**src/rtl/dq_pkg.sv**
```systemverilog
// Shared types and codes for the double-ended queue.
// Used by the channel interfaces, the controller, the datapath and the top level.
package dq_pkg;

   localparam int DATA_W = 32;
   localparam int REQ_W = 3;
   localparam int STATUS_W = 2;

   typedef logic [REQ_W-1:0]    req_code_type;
   typedef logic [STATUS_W-1:0] status_code_type;

   localparam req_code_type REQ_LIST       = 3'd0;
   localparam req_code_type REQ_PUSH_BACK  = 3'd1;
   localparam req_code_type REQ_PUSH_FRONT = 3'd2;
   localparam req_code_type REQ_POP_BACK   = 3'd3;
   localparam req_code_type REQ_POP_FRONT  = 3'd4;

   localparam status_code_type ST_OK    = 2'd0;
   localparam status_code_type ST_EMPTY = 2'd1;
   localparam status_code_type ST_FULL  = 2'd2;

   // Commands from the controller to the datapath.
   typedef struct packed {
      logic            capture;     // latch the accepted request
      logic            push;        // write the held value and move the indices
      logic            pop;         // read the removed entry and move the indices
      logic            list_start;  // start a walk at the front
      logic            list_step;   // advance the walk by one entry
      logic            load_rsp;    // load the result register
      status_code_type rsp_status;
      logic            rsp_use_data; // result value comes from the memory read
      logic            rsp_last;
   } dq_cmd_type;

   // Status from the datapath to the controller.
   typedef struct packed {
      req_code_type op;
      logic         empty;
      logic         full;
      logic         list_last;
      logic         rsp_free;
   } dq_stat_type;

endpackage

```
**src/rtl/dq_req_if.sv**
```systemverilog
// Request channel of the double-ended queue: valid/ready and the request fields.
// Depends on dq_pkg.
interface dq_req_if import dq_pkg::*; ();
   logic                     valid;
   logic                     ready;
   req_code_type             req_type;
   logic signed [DATA_W-1:0] value;

   modport source (output valid, output req_type, output value, input ready);
   modport sink (input valid, input req_type, input value, output ready);
endinterface

```
**src/rtl/dq_rsp_if.sv**
```systemverilog
// Result channel of the double-ended queue: valid/ready and the result fields.
// Depends on dq_pkg.
interface dq_rsp_if import dq_pkg::*; ();
   logic                     valid;
   logic                     ready;
   status_code_type          status;
   logic signed [DATA_W-1:0] value_res;
   logic                     last;

   modport source (output valid, output status, output value_res, output last, input ready);
   modport sink (input valid, input status, input value_res, input last, output ready);
endinterface

```
**src/rtl/dq_ctrl.sv**
```systemverilog
// Controller state machine of the double-ended queue.
// Depends on dq_pkg; drives the datapath through dq_cmd_type commands.
module dq_ctrl import dq_pkg::*; (
   input  logic        clock,
   input  logic        reset,
   input  logic        req_valid,
   output logic        req_ready,
   input  dq_stat_type stat,
   output dq_cmd_type  cmd
);

   localparam logic [1:0] S_IDLE     = 2'd0;
   localparam logic [1:0] S_EXEC     = 2'd1;
   localparam logic [1:0] S_POP_OUT  = 2'd2;
   localparam logic [1:0] S_LIST_OUT = 2'd3;

   logic [1:0] state_ff;
   logic [1:0] state_in;

   always_ff @(posedge clock) begin
      if (reset) begin
         state_ff <= S_IDLE;
      end else begin
         state_ff <= state_in;
      end
   end

   assign req_ready = (state_ff == S_IDLE);

   always_comb begin
      state_in = state_ff;
      cmd = '0;
      cmd.rsp_status = ST_OK;
      unique case (state_ff)
         S_IDLE: begin
            if (req_valid) begin
               cmd.capture = 1'b1;
               state_in = S_EXEC;
            end
         end
         S_EXEC: begin
            unique case (stat.op) inside
               REQ_LIST: begin
                  if (!stat.empty) begin
                     cmd.list_start = 1'b1;
                     state_in = S_LIST_OUT;
                  end else if (stat.rsp_free) begin
                     cmd.load_rsp = 1'b1;
                     cmd.rsp_status = ST_EMPTY;
                     cmd.rsp_last = 1'b1;
                     state_in = S_IDLE;
                  end
               end
               REQ_PUSH_BACK, REQ_PUSH_FRONT: begin
                  // The write waits for the result slot so both happen together.
                  if (stat.rsp_free) begin
                     cmd.load_rsp = 1'b1;
                     cmd.rsp_last = 1'b1;
                     if (stat.full) begin
                        cmd.rsp_status = ST_FULL;
                     end else begin
                        cmd.push = 1'b1;
                     end
                     state_in = S_IDLE;
                  end
               end
               REQ_POP_BACK, REQ_POP_FRONT: begin
                  if (!stat.empty) begin
                     cmd.pop = 1'b1;
                     state_in = S_POP_OUT;
                  end else if (stat.rsp_free) begin
                     cmd.load_rsp = 1'b1;
                     cmd.rsp_status = ST_EMPTY;
                     cmd.rsp_last = 1'b1;
                     state_in = S_IDLE;
                  end
               end
               default: begin
                  state_in = S_IDLE;
               end
            endcase
         end
         S_POP_OUT: begin
            if (stat.rsp_free) begin
               cmd.load_rsp = 1'b1;
               cmd.rsp_use_data = 1'b1;
               cmd.rsp_last = 1'b1;
               state_in = S_IDLE;
            end
         end
         S_LIST_OUT: begin
            if (stat.rsp_free) begin
               cmd.load_rsp = 1'b1;
               cmd.rsp_use_data = 1'b1;
               cmd.rsp_last = stat.list_last;
               if (stat.list_last) begin
                  state_in = S_IDLE;
               end else begin
                  cmd.list_step = 1'b1;
               end
            end
         end
         default: begin
            state_in = S_IDLE;
         end
      endcase
   end

endmodule

```
**src/rtl/dq_datapath.sv**
```systemverilog
// Datapath of the double-ended queue: ring memory, front index, fill count,
// list walker and the result register. Depends on dq_pkg; commanded by dq_ctrl.
module dq_datapath import dq_pkg::*; #(
   parameter int DEPTH = 32
) (
   input  logic                     clock,
   input  logic                     reset,
   input  dq_cmd_type               cmd,
   output dq_stat_type              stat,
   input  req_code_type             req_type,
   input  logic signed [DATA_W-1:0] req_value,
   input  logic                     rsp_ready,
   output logic                     rsp_valid,
   output status_code_type          rsp_status,
   output logic signed [DATA_W-1:0] rsp_value,
   output logic                     rsp_last
);

   localparam int IDX_W = (DEPTH > 1) ? $clog2(DEPTH) : 1;
   localparam int CNT_W = $clog2(DEPTH + 1);

   logic [IDX_W-1:0]  front_ff;
   logic [CNT_W-1:0]  count_ff;
   req_code_type      op_ff;
   logic [DATA_W-1:0] value_ff;
   logic [IDX_W-1:0]  walk_ff;
   logic [CNT_W-1:0]  left_ff;
   logic [DATA_W-1:0] mem [DEPTH];
   logic [DATA_W-1:0] rd_data_ff;
   logic              rsp_valid_ff;
   status_code_type   rsp_status_ff;
   logic [DATA_W-1:0] rsp_value_ff;
   logic              rsp_last_ff;

   logic [IDX_W-1:0] front_prev;
   logic [IDX_W-1:0] front_next;
   logic [IDX_W-1:0] wr_addr;
   logic [IDX_W-1:0] rd_addr;
   logic [IDX_W-1:0] pop_addr;
   logic [IDX_W-1:0] walk_next;
   logic             mem_re;

   // Ring addition; both operands keep the sum below twice the depth.
   function automatic logic [IDX_W-1:0] ring_add(input logic [IDX_W-1:0] a,
                                                 input logic [CNT_W-1:0] b);
      logic [CNT_W:0] s;
      s = (CNT_W+1)'(a) + (CNT_W+1)'(b);
      if (s >= (CNT_W+1)'(DEPTH)) begin
         s = s - (CNT_W+1)'(DEPTH);
      end
      return s[IDX_W-1:0];
   endfunction

   assign front_prev = (front_ff == '0) ? IDX_W'(DEPTH - 1) : front_ff - 1'b1;
   assign front_next = ring_add(front_ff, CNT_W'(1));
   assign walk_next  = ring_add(walk_ff, CNT_W'(1));
   assign pop_addr   = (op_ff == REQ_POP_BACK) ? ring_add(front_ff, count_ff - 1'b1)
                                               : front_ff;
   assign wr_addr    = (op_ff == REQ_PUSH_BACK) ? ring_add(front_ff, count_ff) : front_prev;

   always_comb begin
      if (cmd.pop) begin
         rd_addr = pop_addr;
      end else if (cmd.list_start) begin
         rd_addr = front_ff;
      end else begin
         rd_addr = walk_next;
      end
   end

   assign mem_re = cmd.pop | cmd.list_start | cmd.list_step;

   always_ff @(posedge clock) begin
      if (reset) begin
         front_ff <= '0;
         count_ff <= '0;
      end else if (cmd.push) begin
         if (op_ff == REQ_PUSH_FRONT) begin
            front_ff <= front_prev;
         end
         count_ff <= count_ff + 1'b1;
      end else if (cmd.pop) begin
         if (op_ff == REQ_POP_FRONT) begin
            front_ff <= front_next;
         end
         count_ff <= count_ff - 1'b1;
      end
   end

   always_ff @(posedge clock) begin
      if (cmd.capture) begin
         op_ff    <= req_type;
         value_ff <= req_value;
      end
      if (cmd.list_start) begin
         walk_ff <= front_ff;
         left_ff <= count_ff;
      end else if (cmd.list_step) begin
         walk_ff <= walk_next;
         left_ff <= left_ff - 1'b1;
      end
   end

   always_ff @(posedge clock) begin
      if (cmd.push) begin
         mem[wr_addr] <= value_ff;
      end
      if (mem_re) begin
         rd_data_ff <= mem[rd_addr];
      end
   end

   always_ff @(posedge clock) begin
      if (reset) begin
         rsp_valid_ff <= 1'b0;
      end else if (cmd.load_rsp) begin
         rsp_valid_ff <= 1'b1;
      end else if (rsp_ready) begin
         rsp_valid_ff <= 1'b0;
      end
   end

   always_ff @(posedge clock) begin
      if (cmd.load_rsp) begin
         rsp_status_ff <= cmd.rsp_status;
         rsp_value_ff  <= cmd.rsp_use_data ? rd_data_ff : '0;
         rsp_last_ff   <= cmd.rsp_last;
      end
   end

   assign stat.op        = op_ff;
   assign stat.empty     = (count_ff == '0);
   assign stat.full      = (count_ff == CNT_W'(DEPTH));
   assign stat.list_last = (left_ff == CNT_W'(1));
   assign stat.rsp_free  = !rsp_valid_ff || rsp_ready;

   assign rsp_valid  = rsp_valid_ff;
   assign rsp_status = rsp_status_ff;
   assign rsp_value  = rsp_value_ff;
   assign rsp_last   = rsp_last_ff;

endmodule

```
**src/rtl/double_ended_queue.sv**
```systemverilog
// Bounded double-ended queue of signed 32-bit values in a DEPTH-entry ring memory.
// A request item on req_bus carries req_type and value: list all, push back,
// push front, pop back or pop front. Every served request returns one or more
// result items on rsp_bus with status, value_res and last; the final result of a
// request has last set. Unused request codes are dropped without a result.
// Timing: a request is taken in S_IDLE and executed in the next cycle, in S_EXEC.
// A push (or any empty or full answer) loads its result in S_EXEC; a pop loads
// it in S_POP_OUT, since the memory read is registered. A list reads its first
// entry in S_EXEC, shows it from S_LIST_OUT and then one result per cycle while
// the receiver takes them, paced by the single memory read port. The next
// request is accepted in the cycle after the final result is loaded, while that
// result may still wait: a push passes S_IDLE and S_EXEC, a pop also S_POP_OUT.
// Reset clears the front index, the fill count, the controller and the result
// valid; the memory is not cleared and needs no clearing pass.
// When the receiver holds rsp_bus.ready low, the result register holds and the
// controller waits with the next result, so no item is lost or repeated.
// Depends on dq_pkg, dq_req_if, dq_rsp_if, dq_ctrl and dq_datapath.
module double_ended_queue import dq_pkg::*; #(
   parameter int DEPTH = 32
) (
   input logic      clock,
   input logic      reset,
   dq_req_if.sink   req_bus,
   dq_rsp_if.source rsp_bus
);

   dq_cmd_type  cmd;
   dq_stat_type stat;

   dq_ctrl u_ctrl (
      .clock     (clock),
      .reset     (reset),
      .req_valid (req_bus.valid),
      .req_ready (req_bus.ready),
      .stat      (stat),
      .cmd       (cmd)
   );

   dq_datapath #(
      .DEPTH (DEPTH)
   ) u_datapath (
      .clock      (clock),
      .reset      (reset),
      .cmd        (cmd),
      .stat       (stat),
      .req_type   (req_bus.req_type),
      .req_value  (req_bus.value),
      .rsp_ready  (rsp_bus.ready),
      .rsp_valid  (rsp_bus.valid),
      .rsp_status (rsp_bus.status),
      .rsp_value  (rsp_bus.value_res),
      .rsp_last   (rsp_bus.last)
   );

endmodule

```
**src/flat_wrapper.sv**
```systemverilog
// flat-port wrapper written by rule: the top's interface ports become plain ports
module double_ended_queue_flat import dq_pkg::*;
#(
   parameter int DEPTH = 32
)
  (clock, reset, req_bus_valid, req_bus_req_type, req_bus_value, req_bus_ready, rsp_bus_valid, rsp_bus_status, rsp_bus_value_res, rsp_bus_last, rsp_bus_ready);
  dq_req_if req_bus_i ();
  dq_rsp_if rsp_bus_i ();
  input logic clock;
  input logic reset;
  input wire logic [$bits(req_bus_i.valid)-1:0] req_bus_valid;
  input wire logic [$bits(req_bus_i.req_type)-1:0] req_bus_req_type;
  input wire logic [$bits(req_bus_i.value)-1:0] req_bus_value;
  output wire logic [$bits(req_bus_i.ready)-1:0] req_bus_ready;
  output wire logic [$bits(rsp_bus_i.valid)-1:0] rsp_bus_valid;
  output wire logic [$bits(rsp_bus_i.status)-1:0] rsp_bus_status;
  output wire logic [$bits(rsp_bus_i.value_res)-1:0] rsp_bus_value_res;
  output wire logic [$bits(rsp_bus_i.last)-1:0] rsp_bus_last;
  input wire logic [$bits(rsp_bus_i.ready)-1:0] rsp_bus_ready;
  assign req_bus_i.valid = req_bus_valid;
  assign req_bus_i.req_type = req_bus_req_type;
  assign req_bus_i.value = req_bus_value;
  assign req_bus_ready = req_bus_i.ready;
  assign rsp_bus_valid = rsp_bus_i.valid;
  assign rsp_bus_status = rsp_bus_i.status;
  assign rsp_bus_value_res = rsp_bus_i.value_res;
  assign rsp_bus_last = rsp_bus_i.last;
  assign rsp_bus_i.ready = rsp_bus_ready;
  double_ended_queue #(.DEPTH(DEPTH)) u_core (.clock(clock), .reset(reset), .req_bus(req_bus_i), .rsp_bus(rsp_bus_i));
endmodule
```
**config.mk**
```make
export PLATFORM = sky130hd
export DESIGN_NAME = double_ended_queue_flat
export DESIGN_NICKNAME = d
export VERILOG_FILES = /design/src/rtl/dq_pkg.sv /design/src/rtl/dq_req_if.sv /design/src/rtl/dq_rsp_if.sv /design/src/rtl/dq_ctrl.sv /design/src/rtl/dq_datapath.sv /design/src/rtl/double_ended_queue.sv /design/src/flat_wrapper.sv
export SDC_FILE = /design/constraint.sdc
export NUM_CORES = 2
export LEC_CHECK = 0
export BUFFER_PORTS_ARGS = -buffer_cell sky130_fd_sc_hd__buf_2
export CORE_MARGIN = 2
export CORE_UTILIZATION = 67
export CTS_BUF_LIST = sky130_fd_sc_hd__clkbuf_4 sky130_fd_sc_hd__clkbuf_8 sky130_fd_sc_hd__clkbuf_16
export DETAILED_ROUTE_END_ITERATION = 6
export HOLD_SLACK_MARGIN = 0.15
export PLACE_DENSITY = 0.84
export SKIP_LAST_GASP = 1
export SLEW_MARGIN = 15
export SYNTH_ARGS = -nofsm -noshare
export SYNTH_HDL_FRONTEND = slang
export SYNTH_SLANG_ARGS = --single-unit
```
**constraint.sdc**
```tcl
create_clock -name clock -period 9.8 [get_ports clock]
set_input_delay 0.49 -clock clock [delete_from_list [all_inputs] [get_ports clock]]
set_output_delay 0.49 -clock clock [all_outputs]
set_load 0.1 [all_outputs]
```
; Yosys cells after proc, flatten, opt, wreduce, memory -nomap -nowiden
; Memory sizes are Yosys's and may differ from the RTL's. A register that Yosys moved wholly into a read port is not among the register bits.
; Index checks and enable logic that the tools add are counted.
[op_classes]
n_addsub = 12
order_cmp = 4
n_eq_ne = 13
muxes = 56
n_bitwise = 2
n_reduce_logical = 15
[op_table]
columns = operator, count
row1 = two-way mux 5 bit, 15
row2 = subtractor 5 x 1 -> 5 bit (second input constant), 5
row3 = two-way mux 6 bit, 4
row4 = two-way mux 2 bit, 10
row5 = two-way mux 1 bit, 16
row6 = adder 5 x 6 -> 7 bit, 2
row7 = >= comparator 7 x 6 -> 1 bit (second input constant), 2
row8 = adder 5 x 1 -> 6 bit (second input constant), 2
row9 = >= comparator 6 bit (second input constant), 2
row10 = two-way mux 3 bit, 4
row11 = subtractor 6 x 1 -> 6 bit (second input constant), 2
row12 = one-hot mux 2 bit (4 select lines), 1
row13 = nonzero test 2 bit, 4
row14 = adder 6 x 1 -> 6 bit (second input constant), 1
row15 = == test 3 x 2 -> 1 bit (second input constant), 2
row16 = == test 6 x 1 -> 1 bit (second input constant), 1
row17 = == test 6 bit (second input constant), 1
row18 = logical NOT 6 bit, 1
row19 = inequality test 2 bit (second input constant), 3
row20 = one-hot mux 1 bit (3 select lines), 2
row21 = one-hot mux 2 bit (3 select lines), 1
row22 = one-hot mux 3 bit (2 select lines), 1
row23 = AND reduction 3 bit, 2
row24 = logical NOT 5 bit, 1
row25 = other kinds (13), 17
[word_totals]
register_bits = 95
ram_bits = 1024
input_bits = 39
output_inout_bits = 37
n_memories = 1
[mem_list]
columns = name, words, width, read_ports, rd_ports_with_merged_regs, wr, line
row1 = u_core.u_datapath.mem, 32, 32, 1, 1, 1, dq_datapath.sv:28  ; logic [DATA_W-1:0] mem [DEPTH];

; Logic depth before layout (Yosys ltp)
[depth]
word_depth = 7
depth_mapped = 17

; Modules after synthesis
; From an unflattened synthesis, not the netlist that was laid out.
[hier_totals]
hier_cells = 3162
area_unflattened_um2 = 45317.2
[modules_own_cells]
columns = mod, n_inst, cells_each, area_each_um2
row1 = dq_datapath, 1, 3121, 45045.7
row2 = dq_ctrl, 1, 41, 271.5

; Worst setup path after synthesis
; No wires, ideal clock.
[synth_path]
path_type = register to register
start = register u_core.u_datapath.rsp_valid_ff (netlist: u_core.u_datapath.rsp_valid)
end = memory u_core.u_datapath.mem[25][0], enable pin
setup_ns = 0.421
arrival_ns = 3.645
required_time_ns = 9.379
setup_slack_ns = 5.734
stages_incl_launch_ff = 9
path_buffers = 2
period_less_slack_ns = 4.066
path_cell_list = dfxtp_1 nand2b_1 clkbuf_1 nand2_1 nor3_1 and2_1 clkbuf_1 nand3_1 nor2_1
[synth_between]
elab_chain_len = 7
[synth_lines]
columns = item, line
row1 = start: declaration, dq_datapath.sv:30  ; logic rsp_valid_ff;
row2 = start signal: assignment, dq_datapath.sv:115  ; rsp_valid_ff <= 1'b0;
row3 = start signal: assignment, dq_datapath.sv:117  ; rsp_valid_ff <= 1'b1;
row4 = start signal: assignment, dq_datapath.sv:119  ; rsp_valid_ff <= 1'b0;
row5 = logical NOT 1 bit, dq_datapath.sv:135  ; assign stat.rsp_free = !rsp_valid_ff || rsp_ready;
row6 = logical OR 1 bit, dq_datapath.sv:135
row7 = two-way mux 1 bit, dq_ctrl.sv:56  ; if (stat.rsp_free) begin
row8 = two-way mux 1 bit, dq_ctrl.sv:42  ; unique case (stat.op) inside
row9 = two-way mux 3 bit, dq_ctrl.sv:34  ; unique case (state_ff)
row10 = two-way mux 1 bit, dq_datapath.sv:105  ; if (cmd.push) begin
row11 = two-way mux 1 bit (not written as such), dq_datapath.sv:106  ; mem[wr_addr] <= value_ff;
row12 = end: declaration, dq_datapath.sv:28
; Every way passes these cells.

; Worst setup path in the final report
[layout_path]
start = register u_core.u_datapath.count_ff[0]
end = register u_core.u_datapath.rd_data_ff[31] (read register of u_core.u_datapath.mem) (data pin)
[layout_between]
elab_chain_len = 6
[layout_lines]
columns = item, line
row1 = start: declaration, dq_datapath.sv:23  ; logic [CNT_W-1:0] count_ff;
row2 = start signal: assignment, dq_datapath.sv:81  ; count_ff <= count_ff + 1'b1;
row3 = start signal: assignment, dq_datapath.sv:86  ; count_ff <= count_ff - 1'b1;
row4 = subtractor 6 x 1 -> 6 bit or logical NOT 6 bit (tied branches), "dq_datapath.sv:57, dq_datapath.sv:132"
row5 = adder 5 x 6 -> 7 bit or two-way mux 1 bit (tied branches), "dq_datapath.sv:47, dq_ctrl.sv:44, dq_ctrl.sv:68"
row6 = ">= comparator 7 x 6 -> 1 bit, or another cell as far along", dq_datapath.sv:48  ; if (s >= (CNT_W+1)'(DEPTH)) begin
row7 = two-way mux 5 bit or two-way mux 3 bit (tied branches), "dq_datapath.sv:48, dq_ctrl.sv:34"
row8 = "two-way mux 5 bit, or another cell as far along", dq_datapath.sv:57  ; assign pop_addr = (op_ff == REQ_POP_BACK) ? ring_add(front_ff, count_ff - 1'b1)
row9 = two-way mux 5 bit or OR 1 bit (tied branches), "dq_datapath.sv:62, dq_datapath.sv:71"
row10 = end: declaration, dq_datapath.sv:29  ; logic [DATA_W-1:0] rd_data_ff;
; Parallel ways exist; a longest one is shown, timed or not.
; A chain may end at the register's enable or synchronous reset.

==> results.toml <==
[synth]
syn_avg_cell_area_sq_um = 14.3
synth_top_area_share_pct = 75.1
synth-async-reset-ratio_pct = 0
most_frequent_cell_after_synthesis = "sky130_fd_sc_hd__edfxtp_1"
number_of_flip_flops_and_latches_in_the_synthesized_netlist = 1151
synth_commonest_cells = "sky130_fd_sc_hd__edfxtp_1 (1,137), sky130_fd_sc_hd__nand2_1 (697), sky130_fd_sc_hd__a21oi_1 (224)"
netlist_top_cells_area = "sky130_fd_sc_hd__edfxtp_1 (75%), sky130_fd_sc_hd__nand2_1 (5.8%), sky130_fd_sc_hd__a21oi_1 (2.5%)"
synthCells = 3175
synth-edff-count = 1137
synthesis.area_sq_mm = 0.0454
yosys.area.top_type = "sky130_fd_sc_hd__edfxtp_1"
synth-warning-count = 0
yosys_most_used_dff = "sky130_fd_sc_hd__edfxtp_1"
synth_seq_area_share_pct = 75.7
synth_cell_type_count = 58
mappedNetlistNets = 3232

[clock_tree]
clock_path_buffers = 3
clock_sink_count = 1151
cts_tree = "built"
cts_repair_resize_count = 0
clk_latency_ns = 0.70
tritoncts.num_buffers = 107
worst_setup_hold_path_clk_slew_ns = 0.07
root_driver = "sky130_fd_sc_hd__clkbuf_16"
cts-htree-levels = 3

[timing]
timing.final.hold_violations = 0
maximum_clock_frequency_mhz = 184
final-max-slew-violation-count = 0
relSlewSlack_pct = 18.0
fin_worst_skew_ns = 0.0482
rsz0062_at_grt = "false"
final_critical_path_setup_slack_ns = 4.36
finalCritPeriodShare_pct = 55.5
fin_crit_ns = 5.44
worst_pin_slew_ns = 1.23
setup_tns_ns = 0
finalSetupViolCount = 0

[global_routing]
top_usage_layer = "met2"
globalRouteOverflowTotal = 0
grt_max_degree = 184
antenna_found_initial = 11
grt_util_met1_pct = 46.9
first_global_vias = 29700
gr_util_all_layers_pct = 36.6
grt_use_met3_pct = 11.1
grt_use_met2_pct = 56.6
grt_pass1_wl_mm = 187

[layout]
area_growth_syn_to_layout_pct = 11.7
stdcell_area_sq_mm = 0.0508
drive_gt1_share_pct = 11.7
nNetsFinal = 3292
fillerInstances = 3451
utilization_pct = 75.6

[placed_design]
dpl.hpwl_mm = 63.1
gp_congestion = 0.896
placed_area_sq_mm = 0.0468
portBuffers = 75
placement.setup.worst_slack_ns = 4.64

[setup_path]
critical_path_required_ns = 10.18
critical_path_s_slowest_cell = "sky130_fd_sc_hd__o211ai_2"
reg2reg_from = "u_core.u_datapath.count_ff[0]"
cp.buffers_inverters = 3
criticalPathCategory = "reg -> reg"
critPathLaunchType = "flop"
critical_path.top_delay_family = "simple AND/OR/NAND/NOR gates"
dominant_cell_type_by_count_on_the_critical_path = "sky130_fd_sc_hd__buf_4"
r2r.worst_path.cells = 12
path_max_fanout = 52
crit_reg_reg_endpoint = "u_core.u_datapath.rd_data_ff[31]"
critPathCaptureType = "flop"
reg2reg_setup_slack_ns = 4.36
path_cells = "inv_1 > ha_1 > or4b_4 > o211ai_2 > a32o_2 > buf_4 > and2_4 > or2_1 > buf_4 > a311oi_1 > nor3_1 > a32oi_1"
cp_data_arrival_time_ns = 5.82
timing.critical_path.slowest_cell_delay_ns = 0.79

[die]
num_io_pins = 76
core_area_sq_mm = 0.0672
dieHeight_um = 264
design.die.area_sq_mm = 0.0699
placement_rows = 95
die_w_um = 264
initial_core_util_pct = 67.7

[status]
outcome = "complete, but fails checks"
failing_checks = "design-rule violations"

[route]
dr.first_iter.drc_count = 5349
drc = 2
tritonroute_pass_1_iters = 7
avgRoutedWirePerCell_um = 30.6
routed-via-count = 30600
vias_per_cell = 7.27
routed_wl_mm = 129
antenna_violating_nets_post_route = 0

[power]
share_seq_of_total_power_pct = 54.7
switching_share_pct = 21.3
static-leakage-power_uw = 0.0170
switching_power_summed_over_all_nets_uw = 2150
powerDensity_mw_per_mm2 = 200
peak_supply_drop_uv = 196
power_frac_clock_pct = 42.2
p_comb_share_pct = 3.1
power_report.internal_total_uw = 7980

[hold_path]
hold_class = "in -> reg"
launch_point_of_the_worst_hold_path = "reset"
hold_path_end = "u_core.u_datapath.count_ff[5]"
hold_depth = 2

[run]
cap_viol_max_count = 0
## through the flow
step | instances | power [uW] | hold WS (ns)
6_report | 4203 | 10100 | 0.184
5_1_grt | 4199 | 10300 | 0.194
4_1_cts | 4198 | 10100 | 0.168
3_5_place_dp | 3964 | 5930 | 0.556
3_3_place_gp | 3964 | 5910 | 0.546
2_1_floorplan | 3175 | 5810 | 0.518
## flip-flops by register name, indices dropped and copies added (netlist names), 3 cells and up
name,count
u_core.u_datapath.front_ff,5
u_core.u_datapath.value_ff,32
u_core.u_datapath.left_ff,6
u_core.u_datapath.rd_data_ff,32
u_core.u_datapath.count_ff,6
u_core.u_datapath.mem,1024
u_core.u_datapath.op_ff,3
u_core.u_datapath.rsp_value,32
u_core.u_datapath.walk_ff,5
## power groups by stage
stage          registers, uW  clock network [uW]  logic, uW
2_1_floorplan           5680                   0        136
3_5_place_dp            5640                   0        288
5_1_grt                 5550                4460        324
6_report                5540                4280        312
4_1_cts                 5540                4270        304
3_3_place_gp            5630                   0        280
## final cells by class
class | count | area [sq um] | area share [%]
Multi-Input combinational cell | 1786 | 10300 | 20.3
Sequential cell | 1151 | 34400 | 67.8
Timing Repair Buffer | 177 | 1250 | 2.47
Antenna cell | 5 | 12.5 | 0.0247
Tap cell | 873 | 1090 | 2.15
Clock buffer | 126 | 2840 | 5.60
Clock inverter | 73 | 783 | 1.54
Inverter | 12 | 45.0 | 0.0887
## how the worst max path moves through the flow
stage | startpoint | cells past startpoint | slack (ns) | to
final | u_core.u_datapath.count_ff[0] | 12 | 4.36 | u_core.u_datapath.rd_data_ff[31]
after global placement | u_core.u_datapath.count_ff[0] | 12 | 4.82 | u_core.u_datapath.rd_data_ff[0]
after CTS | u_core.u_datapath.count_ff[0] | 12 | 4.53 | u_core.u_datapath.rd_data_ff[1]
after global routing | u_core.u_datapath.count_ff[0] | 12 | 4.20 | u_core.u_datapath.rd_data_ff[24]
after detailed placement | u_core.u_datapath.count_ff[0] | 12 | 4.64 | u_core.u_datapath.rd_data_ff[0]
after floorplan | u_core.u_datapath.rsp_valid | 8 | 5.73 | u_core.u_datapath.mem[25][0]
## kinds of logic (layout without fill, tap and decap cells)
family          after synthesis  in the layout  synth area share [%]
xor+xnor                     26             26                 0.501
other cells                   0              5                     0
buf+inv                     238            388                  2.34
mux                          54             54                  1.19
compound gates              629            629                  9.71
simple gates               1059           1059                  10.0
fa+ha+maj                    18             18                 0.529
flops                      1151           1151                  75.7
## repair_timing
| action | CTS | global route |
|---|---|---|
| hold buffers | 35 | 0 |
| setup buffers | 0 | 0 |
| endpoints found under the setup margin | 0 | 0 |
| endpoints found under the hold margin | 35 | 0 |
## layout by cell type, fill, tap and decap left out, types with 34 or more instances in the layout
cell	n
sky130_fd_sc_hd__nand2_1	696
sky130_fd_sc_hd__and3_1	105
sky130_fd_sc_hd__a311oi_1	40
sky130_fd_sc_hd__a211oi_1	45
sky130_fd_sc_hd__nor3_1	34
sky130_fd_sc_hd__a32oi_1	50
sky130_fd_sc_hd__mux2i_1	52
sky130_fd_sc_hd__dlygate4sd3_1	35
sky130_fd_sc_hd__a221oi_1	97
sky130_fd_sc_hd__buf_4	65
sky130_fd_sc_hd__nand3_1	120
sky130_fd_sc_hd__nor2_1	35
sky130_fd_sc_hd__edfxtp_1	1137
sky130_fd_sc_hd__a31oi_1	58
sky130_fd_sc_hd__buf_2	75
sky130_fd_sc_hd__clkbuf_16	108
sky130_fd_sc_hd__a21oi_1	224
sky130_fd_sc_hd__nor2_4	35
## per-layer routing
| metal | vias up | part of all wire [%] |
|---|---|---|
| met5 | - | 0.038 |
| met4 | 8 | 6.3 |
| met3 | 606 | 15 |
| met2 | 3033 | 46 |
| met1 | 14700 | 32 |
| li1 | 12300 | - |
## worst register-to-register path, cell delays in order, from the launching register on
cell and delay (ns):
sky130_fd_sc_hd__dfxtp_1 0.40, sky130_fd_sc_hd__inv_1 0.18, sky130_fd_sc_hd__ha_1 0.18, sky130_fd_sc_hd__or4b_4 0.50, sky130_fd_sc_hd__o211ai_2 0.79, sky130_fd_sc_hd__a32o_2 0.24, sky130_fd_sc_hd__buf_4 0.45, sky130_fd_sc_hd__and2_4 0.70
sky130_fd_sc_hd__or2_1 0.70, sky130_fd_sc_hd__buf_4 0.46, sky130_fd_sc_hd__a311oi_1 0.15, sky130_fd_sc_hd__nor3_1 0.31, sky130_fd_sc_hd__a32oi_1 0.11
Note: power is estimated with default switching activity, not from simulation.
